### src/rtl/core/srcls_pkg.sv
// ----------------------------------------------------------------------------
// srcls_pkg
// Shared types and constants of the scan reply classifier.
// ----------------------------------------------------------------------------
package srcls_pkg;

   localparam int DATA_WIDTH       = 8;
   localparam int STATE_WIDTH      = 3;
   localparam int CSR_INDEX_WIDTH  = 2;
   localparam int CSR_DATA_WIDTH   = 16;
   localparam int PORT_WIDTH       = 16;
   localparam int MODE_WIDTH       = 3;
   localparam int OFFSET_WIDTH     = 17;
   localparam int HDR_WORDS_WIDTH  = 4;
   localparam int POS_WIDTH        = 8;

   localparam int MAX_FRAME_BYTES   = 65535;
   localparam int LINK_HEADER_BYTES = 14;
   localparam int ICMP_HEADER_BYTES = 8;
   localparam int EMBEDDED_MIN_BYTES = 8;
   localparam int IPV4_MIN_BYTES    = 20;
   localparam int TCP_MIN_BYTES     = 20;
   localparam int IP_PROTO_POS      = 9;
   localparam int TCP_CTRL_POS      = 13;

   typedef logic [DATA_WIDTH-1:0]      data_type;
   typedef logic [STATE_WIDTH-1:0]     port_state_type;
   typedef logic [CSR_INDEX_WIDTH-1:0] csr_index_type;
   typedef logic [CSR_DATA_WIDTH-1:0]  csr_data_type;
   typedef logic [PORT_WIDTH-1:0]      port_type;
   typedef logic [MODE_WIDTH-1:0]      mode_type;
   typedef logic [OFFSET_WIDTH-1:0]    offset_type;
   typedef logic [HDR_WORDS_WIDTH-1:0] hdr_words_type;
   typedef logic [POS_WIDTH-1:0]       pos_type;

   // register indexes
   localparam csr_index_type CSR_PROBE_DEST   = 2'd0;
   localparam csr_index_type CSR_PROBE_SOURCE = 2'd1;
   localparam csr_index_type CSR_SCAN_MODE    = 2'd2;

   // scan modes
   localparam mode_type MODE_SYN = 3'd0;
   localparam mode_type MODE_ACK = 3'd2;

   // port states
   localparam port_state_type ST_UNKNOWN    = 3'd0;
   localparam port_state_type ST_OPEN       = 3'd1;
   localparam port_state_type ST_CLOSED     = 3'd2;
   localparam port_state_type ST_FILTERED   = 3'd3;
   localparam port_state_type ST_UNFILTERED = 3'd4;

   // header codes
   localparam data_type PROTO_ICMP            = 8'd1;
   localparam data_type PROTO_TCP             = 8'd6;
   localparam data_type ICMP_TYPE_UNREACHABLE = 8'd3;
   localparam data_type FLAGS_SYN_ACK         = 8'h12;
   localparam data_type FLAG_RST              = 8'h04;

   typedef struct packed {
      port_type probe_dest_port;
      port_type probe_source_port;
      mode_type scan_mode;
   } cfg_type;

endpackage

### src/rtl/core/srcls_ifs.sv
// ----------------------------------------------------------------------------
// srcls_req_if / srcls_rsp_if
// Valid/ready channels for frame bytes in and port states out.
// ----------------------------------------------------------------------------
interface srcls_req_if;
   logic                       valid;
   logic                       ready;
   logic [srcls_pkg::DATA_WIDTH-1:0] data_byte;
   logic                       last_byte;

   modport source (output valid, output data_byte, output last_byte, input ready);
   modport sink   (input valid, input data_byte, input last_byte, output ready);
endinterface

interface srcls_rsp_if;
   logic                              valid;
   logic                              ready;
   logic [srcls_pkg::STATE_WIDTH-1:0] port_state;

   modport source (output valid, output port_state, input ready);
   modport sink   (input valid, input port_state, output ready);
endinterface

### src/rtl/core/scan_reply_classifier_unit.sv
// ----------------------------------------------------------------------------
// scan_reply_classifier_unit
// Classifies captured replies to a port-scan probe as open, closed, filtered,
// unfiltered or unknown.
// ----------------------------------------------------------------------------
// Takes one frame byte per cycle from the link header on; one port state
// follows every byte marked last, passing through the input register, then
// the result register. Ready drops only while a last byte waits for a
// result register that is still full. Program target port, probe source
// port and scan mode between frames.
module scan_reply_classifier_unit (
   input  logic                     clock,
   input  logic                     reset,
   srcls_req_if.sink                req,
   srcls_rsp_if.source              rsp,
   input  logic                     csr_write_enable,
   input  srcls_pkg::csr_index_type csr_index,
   input  srcls_pkg::csr_data_type  csr_write_data
);
   import srcls_pkg::*;

   cfg_type        cfg;
   logic           out_free;
   logic           dec_valid;
   port_state_type dec_state;

   srcls_csr u_csr (
      .clock            (clock),
      .reset            (reset),
      .csr_write_enable (csr_write_enable),
      .csr_index        (csr_index),
      .csr_write_data   (csr_write_data),
      .cfg              (cfg)
   );

   srcls_parse u_parse (
      .clock        (clock),
      .reset        (reset),
      .in_valid     (req.valid),
      .in_ready     (req.ready),
      .in_data_byte (req.data_byte),
      .in_last_byte (req.last_byte),
      .out_free     (out_free),
      .cfg          (cfg),
      .dec_valid    (dec_valid),
      .dec_state    (dec_state)
   );

   srcls_out_stage u_out (
      .clock          (clock),
      .reset          (reset),
      .dec_valid      (dec_valid),
      .dec_state      (dec_state),
      .out_free       (out_free),
      .rsp_valid      (rsp.valid),
      .rsp_ready      (rsp.ready),
      .rsp_port_state (rsp.port_state)
   );

endmodule

### src/rtl/core/srcls_csr.sv
// ----------------------------------------------------------------------------
// srcls_csr
// Probe configuration registers, written through a plain write port.
// ----------------------------------------------------------------------------
module srcls_csr (
   input  logic                     clock,
   input  logic                     reset,
   input  logic                     csr_write_enable,
   input  srcls_pkg::csr_index_type csr_index,
   input  srcls_pkg::csr_data_type  csr_write_data,
   output srcls_pkg::cfg_type       cfg
);
   import srcls_pkg::*;

   cfg_type cfg_ff;
   cfg_type cfg_in;

   always_comb begin
      cfg_in = cfg_ff;
      if (csr_write_enable) begin
         unique case (csr_index)
            CSR_PROBE_DEST:   cfg_in.probe_dest_port   = csr_write_data[PORT_WIDTH-1:0];
            CSR_PROBE_SOURCE: cfg_in.probe_source_port = csr_write_data[PORT_WIDTH-1:0];
            CSR_SCAN_MODE:    cfg_in.scan_mode         = csr_write_data[MODE_WIDTH-1:0];
            default:          cfg_in = cfg_ff;
         endcase
      end
   end

   always_ff @(posedge clock) begin
      if (reset) begin
         cfg_ff <= '0;
      end else begin
         cfg_ff <= cfg_in;
      end
   end

   assign cfg = cfg_ff;

endmodule

### src/rtl/core/srcls_parse.sv
// ----------------------------------------------------------------------------
// srcls_parse
// Input register and frame parser: tracks header fields byte by byte and
// classifies the reply when the last byte of a frame advances.
// ----------------------------------------------------------------------------
module srcls_parse (
   input  logic                      clock,
   input  logic                      reset,
   input  logic                      in_valid,
   output logic                      in_ready,
   input  srcls_pkg::data_type       in_data_byte,
   input  logic                      in_last_byte,
   input  logic                      out_free,
   input  srcls_pkg::cfg_type        cfg,
   output logic                      dec_valid,
   output srcls_pkg::port_state_type dec_state
);
   import srcls_pkg::*;

   typedef struct packed {
      offset_type    byte_offset;
      hdr_words_type outer_header_words;
      data_type      outer_protocol;
      hdr_words_type inner_header_words;
      data_type      inner_protocol;
      data_type      icmp_kind;
      port_type      seen_first_port;
      port_type      seen_second_port;
      data_type      tcp_flag_bits;
      port_type      inner_src_port;
      port_type      inner_dst_port;
   } frame_type;

   logic      s1_valid_ff;
   data_type  s1_byte_ff;
   logic      s1_last_ff;
   logic      s1_fire;

   frame_type frame_ff;
   frame_type frame_in;
   frame_type upd;

   offset_type p;
   logic       take;
   pos_type    l4;
   pos_type    it;
   offset_type l4_ext;
   offset_type it_ext;

   function automatic logic hit(offset_type pos, pos_type where);
      return pos == offset_type'(where);
   endfunction

   assign s1_fire  = s1_valid_ff && (!s1_last_ff || out_free);
   assign in_ready = !s1_valid_ff || s1_fire;

   always_ff @(posedge clock) begin
      if (reset) begin
         s1_valid_ff <= 1'b0;
      end else if (in_ready) begin
         s1_valid_ff <= in_valid;
      end
      if (in_ready && in_valid) begin
         s1_byte_ff <= in_data_byte;
         s1_last_ff <= in_last_byte;
      end
   end

   // field capture for the byte at offset p
   always_comb begin
      p    = frame_ff.byte_offset;
      take = p < offset_type'(MAX_FRAME_BYTES);
      upd  = frame_ff;

      if (take && hit(p, pos_type'(LINK_HEADER_BYTES))) begin
         upd.outer_header_words = s1_byte_ff[HDR_WORDS_WIDTH-1:0];
      end
      if (take && hit(p, pos_type'(LINK_HEADER_BYTES + IP_PROTO_POS))) begin
         upd.outer_protocol = s1_byte_ff;
      end
      l4 = pos_type'(LINK_HEADER_BYTES) + {2'b00, upd.outer_header_words, 2'b00};

      if (take && hit(p, l4)) begin
         upd.seen_first_port[15:8] = s1_byte_ff;
         upd.icmp_kind             = s1_byte_ff;
      end
      if (take && hit(p, l4 + 8'd1)) upd.seen_first_port[7:0]  = s1_byte_ff;
      if (take && hit(p, l4 + 8'd2)) upd.seen_second_port[15:8] = s1_byte_ff;
      if (take && hit(p, l4 + 8'd3)) upd.seen_second_port[7:0]  = s1_byte_ff;
      if (take && hit(p, l4 + pos_type'(TCP_CTRL_POS))) upd.tcp_flag_bits = s1_byte_ff;
      if (take && hit(p, l4 + pos_type'(ICMP_HEADER_BYTES))) begin
         upd.inner_header_words = s1_byte_ff[HDR_WORDS_WIDTH-1:0];
      end
      if (take && hit(p, l4 + pos_type'(ICMP_HEADER_BYTES + IP_PROTO_POS))) begin
         upd.inner_protocol = s1_byte_ff;
      end
      it = l4 + pos_type'(ICMP_HEADER_BYTES) + {2'b00, upd.inner_header_words, 2'b00};

      if (take && hit(p, it))         upd.inner_src_port[15:8] = s1_byte_ff;
      if (take && hit(p, it + 8'd1))  upd.inner_src_port[7:0]  = s1_byte_ff;
      if (take && hit(p, it + 8'd2))  upd.inner_dst_port[15:8] = s1_byte_ff;
      if (take && hit(p, it + 8'd3))  upd.inner_dst_port[7:0]  = s1_byte_ff;

      if (take) upd.byte_offset = p + offset_type'(1);
   end

   // classify on the updated fields, with the updated count as length
   always_comb begin
      l4_ext    = offset_type'(l4);
      it_ext    = offset_type'(it);
      dec_state = ST_UNKNOWN;
      if (upd.byte_offset < offset_type'(LINK_HEADER_BYTES + IPV4_MIN_BYTES)) begin
         dec_state = ST_UNKNOWN;
      end else if (upd.outer_protocol == PROTO_TCP) begin
         if (upd.byte_offset < l4_ext + offset_type'(TCP_MIN_BYTES)) begin
            dec_state = ST_UNKNOWN;
         end else if (upd.seen_first_port != cfg.probe_dest_port ||
                      upd.seen_second_port != cfg.probe_source_port) begin
            dec_state = ST_UNKNOWN;
         end else if (cfg.scan_mode == MODE_SYN &&
                      (upd.tcp_flag_bits & FLAGS_SYN_ACK) == FLAGS_SYN_ACK) begin
            dec_state = ST_OPEN;
         end else if ((upd.tcp_flag_bits & FLAG_RST) == '0) begin
            dec_state = ST_UNKNOWN;
         end else if (cfg.scan_mode == MODE_ACK) begin
            dec_state = ST_UNFILTERED;
         end else begin
            dec_state = ST_CLOSED;
         end
      end else if (upd.outer_protocol == PROTO_ICMP) begin
         if (upd.byte_offset < l4_ext + offset_type'(ICMP_HEADER_BYTES + IPV4_MIN_BYTES) ||
             upd.icmp_kind != ICMP_TYPE_UNREACHABLE ||
             upd.inner_protocol != PROTO_TCP ||
             it_ext + offset_type'(EMBEDDED_MIN_BYTES) > upd.byte_offset ||
             upd.inner_src_port != cfg.probe_source_port ||
             upd.inner_dst_port != cfg.probe_dest_port) begin
            dec_state = ST_UNKNOWN;
         end else begin
            dec_state = ST_FILTERED;
         end
      end
   end

   assign dec_valid = s1_fire && s1_last_ff;

   always_comb begin
      frame_in = frame_ff;
      if (s1_fire) begin
         frame_in = s1_last_ff ? '0 : upd;
      end
   end

   always_ff @(posedge clock) begin
      if (reset) begin
         frame_ff <= '0;
      end else begin
         frame_ff <= frame_in;
      end
   end

   a_offset_bound: assert property (@(posedge clock) disable iff (reset)
      frame_ff.byte_offset <= offset_type'(MAX_FRAME_BYTES))
      else $error("byte offset past capture limit");

   a_clear_after_last: assert property (@(posedge clock) disable iff (reset)
      dec_valid |=> frame_ff.byte_offset == '0 && frame_ff.outer_protocol == '0)
      else $error("frame state not cleared after last byte");

   a_result_room: assert property (@(posedge clock) disable iff (reset)
      dec_valid |-> out_free)
      else $error("result issued without room in result register");

endmodule

### src/rtl/core/srcls_out_stage.sv
// ----------------------------------------------------------------------------
// srcls_out_stage
// Result register between the parser and the response channel.
// ----------------------------------------------------------------------------
module srcls_out_stage (
   input  logic                      clock,
   input  logic                      reset,
   input  logic                      dec_valid,
   input  srcls_pkg::port_state_type dec_state,
   output logic                      out_free,
   output logic                      rsp_valid,
   input  logic                      rsp_ready,
   output srcls_pkg::port_state_type rsp_port_state
);
   import srcls_pkg::*;

   logic           out_valid_ff;
   port_state_type out_state_ff;

   assign out_free = !out_valid_ff || rsp_ready;

   always_ff @(posedge clock) begin
      if (reset) begin
         out_valid_ff <= 1'b0;
      end else if (dec_valid) begin
         out_valid_ff <= 1'b1;
      end else if (rsp_ready) begin
         out_valid_ff <= 1'b0;
      end
      if (dec_valid) begin
         out_state_ff <= dec_state;
      end
   end

   assign rsp_valid      = out_valid_ff;
   assign rsp_port_state = out_state_ff;

   a_state_range: assert property (@(posedge clock) disable iff (reset)
      out_valid_ff |-> out_state_ff <= ST_UNFILTERED)
      else $error("port state code out of range");

   a_no_overwrite: assert property (@(posedge clock) disable iff (reset)
      out_valid_ff && !rsp_ready |-> !dec_valid)
      else $error("pending result overwritten");

   a_load_shows: assert property (@(posedge clock) disable iff (reset)
      dec_valid |=> out_valid_ff && out_state_ff == $past(dec_state))
      else $error("result not loaded");

endmodule

### src/flat_wrapper.sv
// flat-port wrapper written by rule: the top's interface ports become plain ports
module scan_reply_classifier_unit_flat import srcls_pkg::*;
  (clock, reset, csr_write_enable, csr_index, csr_write_data, req_valid, req_data_byte, req_last_byte, req_ready, rsp_valid, rsp_port_state, rsp_ready);
  srcls_req_if req_i ();
  srcls_rsp_if rsp_i ();
  input  logic clock;
  input  logic reset;
  input  logic csr_write_enable;
  input  srcls_pkg::csr_index_type csr_index;
  input  srcls_pkg::csr_data_type csr_write_data;
  input wire logic [$bits(req_i.valid)-1:0] req_valid;
  input wire logic [$bits(req_i.data_byte)-1:0] req_data_byte;
  input wire logic [$bits(req_i.last_byte)-1:0] req_last_byte;
  output wire logic [$bits(req_i.ready)-1:0] req_ready;
  output wire logic [$bits(rsp_i.valid)-1:0] rsp_valid;
  output wire logic [$bits(rsp_i.port_state)-1:0] rsp_port_state;
  input wire logic [$bits(rsp_i.ready)-1:0] rsp_ready;
  assign req_i.valid = req_valid;
  assign req_i.data_byte = req_data_byte;
  assign req_i.last_byte = req_last_byte;
  assign req_ready = req_i.ready;
  assign rsp_valid = rsp_i.valid;
  assign rsp_port_state = rsp_i.port_state;
  assign rsp_i.ready = rsp_ready;
  scan_reply_classifier_unit u_core (.clock(clock), .reset(reset), .req(req_i), .rsp(rsp_i), .csr_write_enable(csr_write_enable), .csr_index(csr_index), .csr_write_data(csr_write_data));
endmodule
### config.mk
export PLATFORM = sky130hd
export DESIGN_NAME = scan_reply_classifier_unit_flat
export DESIGN_NICKNAME = d
export VERILOG_FILES = /design/src/rtl/core/srcls_pkg.sv /design/src/rtl/core/srcls_ifs.sv /design/src/rtl/core/scan_reply_classifier_unit.sv /design/src/rtl/core/srcls_csr.sv /design/src/rtl/core/srcls_parse.sv /design/src/rtl/core/srcls_out_stage.sv /design/src/flat_wrapper.sv
export SDC_FILE = /design/constraint.sdc
export NUM_CORES = 1
export LEC_CHECK = 0
export BUFFER_PORTS_ARGS = -buffer_cell sky130_fd_sc_hd__buf_2
export CORE_UTILIZATION = 45
export CTS_BUF_LIST = sky130_fd_sc_hd__clkbuf_4 sky130_fd_sc_hd__clkbuf_8
export CTS_CLUSTER_DIAMETER = 100
export DETAILED_ROUTE_END_ITERATION = 7
export GPL_ROUTABILITY_DRIVEN = 0
export GPL_TIMING_DRIVEN = 1
export REMOVE_ABC_BUFFERS = 1
export SLEW_MARGIN = 10
export SYNTH_ARGS = -nofsm -noshare
export SYNTH_HDL_FRONTEND = slang
export SYNTH_SLANG_ARGS = --single-unit
### constraint.sdc
create_clock -name clock -period 11.6 [get_ports clock]
set_input_delay 1.16 -clock clock [delete_from_list [all_inputs] [get_ports clock]]
set_output_delay 1.16 -clock clock [all_outputs]
set_load 0.02 [all_outputs]
**After elaboration in Yosys (flattened, before gate mapping)**

Cells that the tools add are included.

- Flip-flop bits (word level): 165
- Output and inout bits: 5
- ROM bits: 0
- Bits in latches: 0
- Word-level logic and storage cells: 125
- Memories: 0
- Memory bits (writable): 0

- Order comparisons: 5
- Divide/modulo/power cells: 0
- Reduce and logical (&&, ||, !) cells: 36
- Add/subtract/negate cells: 15
- Bitwise gates (word level): 0
- Muxes and demuxes: 25
- Shift-type cells: 0
- Multiply operators: 0
- Equality and inequality tests: 25

Operators by type and width:

| cell | count |
|---|---|
| == test 17 x 8 -> 1 bit | 10 |
| 2-to-1 mux 121 bit | 1 |
| 2-to-1 mux 8 bit | 10 |
| != test 16 bit | 4 |
| < comparator 17 x 8 -> 1 bit | 2 |
| adder 7 x 5 -> 8 bit, second input constant | 3 |
| 2-to-1 mux 3 bit | 6 |
| adder 17 x 1 -> 17 bit, second input constant | 1 |
| == test 17 x 4 -> 1 bit, second input constant | 1 |
| == test 17 x 5 -> 1 bit, second input constant | 1 |
| == test 17 x 7 -> 1 bit | 1 |
| > comparator 9 x 17 -> 1 bit | 1 |
| logical AND 1 bit | 17 |
| < comparator 17 x 16 -> 1 bit, second input constant | 1 |
| < comparator 17 x 6 -> 1 bit, second input constant | 1 |
| 2-to-1 mux 17 bit | 1 |
| adder 7 x 2 -> 8 bit, second input constant | 2 |
| adder 7 x 4 -> 8 bit, second input constant | 2 |
| adder 8 x 2 -> 8 bit, second input constant | 2 |
| 2-to-1 mux 16 bit | 1 |
| adder 8 x 4 -> 9 bit, second input constant | 1 |
| logical OR 1 bit | 9 |
| adder 7 x 1 -> 8 bit, second input constant | 1 |
| adder 8 x 1 -> 8 bit, second input constant | 1 |
| other kinds (18) | 26 |

**Logic depth before layout (Yosys ltp)**

Gate-level depths: netlist (run 1).

- Depth after elaboration: 19
- Depth in mapped cells: 38

**Modules after synthesis**

A second synthesis (run 1) with hierarchy kept.

- Cells, all modules: 1275
- Area total of the unflattened synthesis: 10555.1 µm²

By module, submodules not included:

| module | seq. area each (µm²) | instances | cells an instance | area each (µm²) |
|---|---|---|---|---|
| srcls_parse | 2612.5 | 1 | 1133 | 8957.3 |
| srcls_csr | 700.7 | 1 | 135 | 1461.4 |
| srcls_out_stage | 110.1 | 1 | 7 | 136.4 |

**Worst setup path after synthesis (run 1)**

No wires, ideal clock.

- Path kind: reg-to-reg
- Start: reg u_core.u_parse.frame_ff (netlist bit u_core.u_parse.p[11])
- End: reg u_core.u_out.out_state_ff[0] (netlist: u_core.u_out.rsp_port_state[0]) (data pin)
- Data required time: 11.447 ns
- Arrival time: 9.020 ns
- Path slack: 2.427 ns
- Cell stages (with the launch flop): 38
- Cell sequence: dfxtp_1 > buf_2 > or4_1 > buf_2 > nor4_4 > clkbuf_1 > mux2i_1 > ha_1 > clkbuf_1 > xor2_1 > ha_1 > clkbuf_1 > nor4b_1 > mux2_2 > xor2_2 > nor4_1 > mux2_2 > ha_1 > (+2 left out) > nand2b_1 > a21oi_1 > xor2_1 > xor2_1 > nor2_1 > nand2_1 > xor2_1 > ha_1 > a21o_1 > a21oi_1 > o21ai_0 > a221o_1 > o21ai_0 > o2111ai_1 > a2111oi_0 > nand4_1 > or4_1 > o22ai_1

- Cells in the longest elaborated chain, start to end: 19
- Elaborated cells between the ends (all ways): 84
- Classes of those cells: add/sub (15); order compare (5); eq/ne (22); mux (21); reduce/logical (21)

Ends and longest elaborated chain:

| item | line | source |
|---|---|---|
| start, declared | srcls_parse.sv:39 | `frame_type frame_ff;` |
| start signal, assigned | srcls_parse.sv:157 | `frame_ff <= frame_in;` |
| < comparator 17 x 16 -> 1 bit / == test 17 x 4 -> 1 bit (equally long branches) | srcls_parse.sv:72, srcls_parse.sv:51 |  |
| logical AND 1 bit | srcls_parse.sv:75 | `if (take && hit(p, pos_type'(LINK_HEADER_BYTES))) begin` |
| 2-to-1 mux 4 bit | srcls_parse.sv:75 |  |
| adder 4 x 6 -> 7 bit | srcls_parse.sv:81 | `l4 = pos_type'(LINK_HEADER_BYTES) + {2'b00, upd.outer_header_words, 2'b00};` |
| adder 7 x 4 -> 8 bit | srcls_parse.sv:91, srcls_parse.sv:97 |  |
| == test 17 x 8 -> 1 bit | srcls_parse.sv:51 | `return pos == offset_type'(where);` |
| logical AND 1 bit | srcls_parse.sv:91 | `if (take && hit(p, l4 + pos_type'(ICMP_HEADER_BYTES))) begin` |
| 2-to-1 mux 4 bit | srcls_parse.sv:91 |  |
| (+3 left out) | -- |  |
| logical AND 1 bit | srcls_parse.sv:100 | `if (take && hit(p, it + 8'd1)) upd.inner_src_port[7:0] = s1_byte_ff;` |
| 2-to-1 mux 8 bit | srcls_parse.sv:100 |  |
| != test 16 bit | srcls_parse.sv:135 | `upd.inner_src_port != cfg.probe_source_port \|\|` |
| logical OR 1 bit | srcls_parse.sv:134 | `it_ext + offset_type'(EMBEDDED_MIN_BYTES) > upd.byte_offset \|\|` |
| logical OR 1 bit | srcls_parse.sv:135 |  |
| 2-to-1 mux 2 bit | srcls_parse.sv:131 | `if (upd.byte_offset < l4_ext + offset_type'(ICMP_HEADER_BYTES + IPV4_MIN_BYTES) \|\|` |
| 2-to-1 mux 2 bit | srcls_parse.sv:130 | `end else if (upd.outer_protocol == PROTO_ICMP) begin` |
| 2-to-1 mux 3 bit | srcls_parse.sv:114 | `end else if (upd.outer_protocol == PROTO_TCP) begin` |
| end signal, assigned | srcls_out_stage.sv:31 | `out_state_ff <= dec_state;` |
| end, declared | srcls_out_stage.sv:18 | `port_state_type out_state_ff;` |

Parallel ways exist; a longest one is shown, timed or not. The select of a mux whose other input is x is not followed.
A chain may end at the register's enable or synchronous reset.

**Worst setup path in the final report (run 1)**

- Start: reg u_core.u_parse.frame_ff (netlist bit u_core.u_parse.p[5])
- End: reg u_core.u_out.out_state_ff[1] (netlist: u_core.u_out.rsp_port_state[1]) (data pin)

Same word-level chain as after synthesis.

==> flow_summary.json, run 1 <==
{
  "grt_max_degree": 80,
  "ys_ff_latch": 165,
  "p_per_area_nw_per_um2": 100,
  "period_needed_ps": 10070,
  "dp_hpwl_mm": 23.5,
  "postCtsResizedCells": 0,
  "routed_wl_mm": 33.2,
  "status": "complete, no violations",
  "die-width_microns": 153,
  "mostFrequentLayoutCell": "dfxtp_1",
  "drtIter0Drc": 916,
  "diodes": 0,
  "multi_input_area_sq_um": 6350,
  "grt_pass1_wl_mm": 52.3,
  "cp_slowest_stage_delay_ps": 730,
  "cts.sink_count": 165,
  "ios": 37,
  "grt_antenna_before_repair": 0,
  "r2r-start": "u_core.u_parse.p[5]",
  "leakagePower_nw": 4.04,
  "synthFlopType": "dfxtp_1",
  "die-area_sq_um": 23500,
  "path_class": "reg2reg",
  "cts_htree_levels": 4,
  "firstDrtPassIters": 6,
  "route.detailed.drc": 0,
  "port_buffers": 36,
  "slowest_stage": "nor4_1",
  "cts.clk_slew.worst_paths_ps": 110,
  "area_growth_pct": 7.98,
  "cts_tree": "yes",
  "cp.arrival_ps": 10380,
  "maxCapViolations": 0,
  "crit_fanout": 16,
  "required_ps": 11910,
  "n_fill_cell": 2212,
  "initial_core_util_pct": 45.7,
  "cp-startpoint": "u_core.u_parse.p[5]",
  "synth_cell_types": 70,
  "endpoint": "u_core.u_out.rsp_port_state[1]",
  "min-delay-path-class": "reg2reg",
  "yosysWarnings": 0,
  "syn_avg_cell_area_sq_um": 8.05,
  "maxSlewViolCount": 0,
  "post_cts.repair.setup_buffers": 0,
  "die_y_microns": 153,
  "tns_ps": 0,
  "synthesis.area_sq_um": 10300,
  "drt-wirelength-per-cell_microns": 21.1,
  "reg2reg_to": "u_core.u_out.rsp_port_state[1]",
  "rows": 55,
  "regArea_sq_um": 3420,
  "timing.fmax_ghz": 0.0993,
  "vias": 9639,
  "reg2reg_slack_ps": 1530,
  "async_flop_share_pct": 0,
  "layout_common_cells": "dfxtp_1, nor2_1, nand2_1, a21oi_1, a22oi_1",
  "irDropWorstVdd_mv": 0.0669,
  "antenna_left": 0,
  "tightestPinTransition_ps": 1140,
  "r2r_cells": 33,
  "synth_edf_count": 12,
  "finalPower_mw": 1.12,
  "grt_pass1_vias": 9222,
  "drive_above_1_share_pct": 9.22,
  "cts_buffer_depth": 2,
  "root_buffer": "clkbuf_8",
  "nNetsFinal": 1348,
  "clock_latency_ps": 480,
  "post-route-period-util_pct": 86.8,
  "routed_via_density": 6.12,
  "cp-start-kind": "flop",
  "clock_skew_ps": 17.8,
  "cts_made_buffers": 17,
  "slew_headroom_pct": 23.9,
  "netlist_instances": 1282,
  "hold_violations": 0,
  "finalSetupViolCount": 0,
  "grt_usage_pct": 28.6,
  "rsz0062_at_grt": "no",
  "hold_buffers": 0,
  "core_sq_um": 22600,
  "endpoint_kind": "flop",
  "grt_remaining_overflow": 0,
  "ys_seq_area_share_pct": 33.2
}
-- final cells by class --
type,count,share of cell area (%)
Multi-Input combinational cell,974,57.0
Sequential cell,165,30.7
Timing Repair Buffer,61,3.32
Tap cell,285,3.20
Clock buffer,17,2.10
Inverter,59,1.99
Clock inverter,15,1.62
-- metal layers --
layer	wire [microns]	track usage (%)	vias up
li1	-	-	4604
met1	14400	36.5	4616
met2	15700	47.5	346
met3	1890	4.54	73
met4	1210	13.0	0
met5	0	0	-
-- where the power goes --
part | total [mW] | switching (mW) | internal [mW]
Sequential | 0.591 | 0.0115 | 0.579
Combinational | 0.0924 | 0.0657 | 0.0267
Clock | 0.436 | 0.271 | 0.166
Total | 1.12 | 0.348 | 0.772
-- worst min-delay path by stage --
stage / start / slack, ps / depth (start not counted) / to
after detailed placement: u_core.u_parse.frame_ff[75] / 450 / 2 / u_core.u_parse.frame_ff[75]
after global routing: u_core.u_parse.frame_ff[72] / 480 / 2 / u_core.u_parse.frame_ff[72]
final: u_core.u_parse.frame_ff[71] / 460 / 2 / u_core.u_parse.frame_ff[71]
after CTS: u_core.u_parse.frame_ff[75] / 460 / 2 / u_core.u_parse.frame_ff[75]
after global placement: u_core.u_parse.frame_ff[75] / 440 / 2 / u_core.u_parse.frame_ff[75]
after floorplan: u_core.u_parse.frame_ff[68] / 430 / 2 / u_core.u_parse.frame_ff[68]
-- synth_stat cells, drive strengths merged (36+ instances only) --
cell    count  area, sq um
mux2i      60          629
dfxtp     153         3060
clkbuf     72          270
xor2       54          480
nor2      144          541
a22oi      95          713
ha         37          463
o21ai      45          225
xnor2      36          323
nor3       37          195
a21oi      98          490
inv        59          221
nand2     137          514
-- through the flow --
stage	area (sq um)	hold WS (ps)	cells	setup slack (ps)	utilization [%]
2_1_floorplan	9980	430	1198	2500	-
3_3_place_gp	10700	444	1544	1950	47.5
3_5_place_dp	10700	448	1544	1560	47.5
4_1_cts	11100	462	1576	1550	49.3
5_1_grt	11100	485	1576	617	49.4
6_report	11100	463	1576	1530	49.4
-- state kept, by name, indices dropped and copies added (netlist names) --
name                         cells
u_core.u_parse.s1_last_ff        1
u_core.u_csr.cfg                35
u_core.u_parse.p                17
u_core.u_parse.s1_byte_ff        8
u_core.u_out.rsp_port_state      3
u_core.u_parse.s1_valid_ff       1
u_core.u_out.rsp_valid           1
u_core.u_parse.frame_ff         99
-- worst max-delay path, delay by kind of cell (launching register included) --
| kind | cells | cell delay, ps |
|---|---|---|
| AOI/OAI and AO/OA | 9 | 1760 |
| buffers and inverters | 2 | 320 |
| adders and majority gates | 5 | 1700 |
| and+or+nand+nor | 9 | 2880 |
| xor gates and xnor gates | 5 | 1580 |
| DFF | 1 | 500 |
| muxes | 3 | 1180 |
-- logic make-up after synthesis --
family / synth area share (%)
and+or+nand+nor: 21.8
AOI/OAI and AO/OA: 19.9
DFF: 33.2
buffers and inverters: 5.37
xor gates and xnor gates: 8.24
muxes: 6.86
adders and majority gates: 4.68
Note: power is estimated with default switching activity, not from simulation.
==> run 2, diff against run 1 <==
--- a/config.mk
+++ b/config.mk
@@ -5,6 +5,7 @@
 export SDC_FILE = /design/constraint.sdc
 export NUM_CORES = 1
 export LEC_CHECK = 0
+export ABC_CLOCK_PERIOD_IN_PS = 11600
 export BUFFER_PORTS_ARGS = -buffer_cell sky130_fd_sc_hd__buf_2
 export CORE_UTILIZATION = 45
 export CTS_BUF_LIST = sky130_fd_sc_hd__clkbuf_4 sky130_fd_sc_hd__clkbuf_8
@@ -12,6 +13,7 @@
 export DETAILED_ROUTE_END_ITERATION = 7
 export GPL_ROUTABILITY_DRIVEN = 0
 export GPL_TIMING_DRIVEN = 1
+export MAX_ROUTING_LAYER = met4
 export REMOVE_ABC_BUFFERS = 1
 export SLEW_MARGIN = 10
 export SYNTH_ARGS = -nofsm -noshare
==> run 2 against run 1 <==
Via count barely moved; first-iteration DRC count decreased by 4.8%; count of clock-buffer cells in the layout is the same; total power hardly changed; worst setup slack lost 2.9 ps; sequential power hardly changed; final cell count unchanged; die area did not move; clock skew is essentially flat; design area stayed put; register-to-register slack about the same; maximum frequency is essentially flat.
==> flow_summary.json, run 2 (synthesized netlist as in run 1, its figures left out) <==
{
  "clock_latency_ps": 480,
  "diodes": 0,
  "reg2reg_slack_ps": 1520,
  "die-area_sq_um": 23500,
  "post_cts.repair.setup_buffers": 0,
  "clock_skew_ps": 18.1,
  "required_ps": 11920,
  "slew_headroom_pct": 24.8,
  "period_needed_ps": 10080,
  "initial_core_util_pct": 45.7,
  "dp_hpwl_mm": 23.5,
  "antenna_left": 0,
  "hold_violations": 0,
  "cp.arrival_ps": 10390,
  "cts_tree": "yes",
  "status": "complete, no violations",
  "grt_pass1_vias": 9211,
  "cts.clk_slew.worst_paths_ps": 100,
  "cts_made_buffers": 17,
  "grt_remaining_overflow": 0,
  "finalSetupViolCount": 0,
  "maxCapViolations": 0,
  "rsz0062_at_grt": "no",
  "routed_wl_mm": 33.2,
  "postCtsResizedCells": 0,
  "post-route-period-util_pct": 86.9,
  "irDropWorstVdd_mv": 0.0669,
  "tightestPinTransition_ps": 1130,
  "drive_above_1_share_pct": 9.22,
  "mostFrequentLayoutCell": "dfxtp_1",
  "drtIter0Drc": 872,
  "cp_slowest_stage_delay_ps": 720,
  "drt-wirelength-per-cell_microns": 21.1,
  "die_y_microns": 153,
  "routed_via_density": 6.11,
  "crit_fanout": 16,
  "cts.sink_count": 165,
  "p_per_area_nw_per_um2": 101,
  "leakagePower_nw": 4.04,
  "cp-start-kind": "flop",
  "die-width_microns": 153,
  "maxSlewViolCount": 0,
  "core_sq_um": 22600,
  "crit_family": "simple AND/OR/NAND/NOR gates",
  "timing.fmax_ghz": 0.0993,
  "hold_buffers": 0,
  "ios": 37,
  "rows": 55,
  "largest_register": "u_core.u_parse.frame_ff",
  "vias": 9631,
  "slowest_stage": "nor4_1",
  "area_growth_pct": 7.98,
  "grt_usage_pct": 29.5,
  "port_buffers": 36,
  "min-delay-path-class": "reg2reg",
  "endpoint_kind": "flop",
  "grt_pass1_wl_mm": 52.3,
  "root_buffer": "clkbuf_8",
  "tns_ps": 0,
  "layout_common_cells": "dfxtp_1, nor2_1, nand2_1, a21oi_1, a22oi_1",
  "grt_antenna_before_repair": 0,
  "nNetsFinal": 1348,
  "grt_max_degree": 80,
  "path_class": "reg2reg",
  "critPathBufInv": 2,
  "firstDrtPassIters": 8,
  "largest_reg_flops": 99,
  "route.detailed.drc": 0,
  "finalPower_mw": 1.12,
  "cts_htree_levels": 4,
  "cts_buffer_depth": 2
}
## run 2: cell counts in the layout (fill, tap and decap cells not counted)
No cell type changed its count.
## run 2: final cells by class
class	instances	area [sq um]
Fill cell	2212	11400
Multi-Input combinational cell	974	6350
Sequential cell	165	3420
Timing Repair Buffer	61	370
Tap cell	285	357
Clock buffer	17	234
Inverter	59	221
Clock inverter	15	180
## run 2: routing by layer
layer | vias to the layer above | track usage, % | wire length, microns
met2 | 369 | 47.6 | 15700
li1 | 4597 | - | -
met4 | 0 | 12.8 | 1270
met3 | 88 | 4.54 | 2160
met5 | - | - | 0
met1 | 4577 | 36.5 | 14100
## run 2: final timing paths
path,from,to,depth (start not counted)
max reg2reg,u_core.u_parse.p[5],u_core.u_out.rsp_port_state[1],33
max,u_core.u_parse.p[5],u_core.u_out.rsp_port_state[1],33
min,u_core.u_parse.frame_ff[75],u_core.u_parse.frame_ff[75],2
min reg2reg,u_core.u_parse.frame_ff[75],u_core.u_parse.frame_ff[75],2
## run 2: where the power goes
| part | switching (mW) | leakage (nW) | internal (mW) | total [mW] |
|---|---|---|---|---|
| Combinational | 0.0655 | 2.48 | 0.0267 | 0.0922 |
| Clock | 0.272 | 0.207 | 0.166 | 0.437 |
| Sequential | 0.0115 | 1.36 | 0.579 | 0.591 |
| Total | 0.349 | 4.04 | 0.772 | 1.12 |
## run 2: metrics by stage
stage               std cells  setup slack, ps  utilization (%)  hold WS, ps  cell area, sq um
floorplan                1198             2500                -          430              9980
global placement         1544             1950             47.5          444             10700
detailed placement       1544             1560             47.5          448             10700
CTS                      1576             1550             49.3          462             11100
global route             1576              618             49.4          485             11100
finish                   1576             1520             49.4          463             11100
## run 2: tightest hold or removal path, stage by stage, from the launching register on
cell     delay, ps
dfxtp_1        320
nand2_1         50
a21oi_1         50
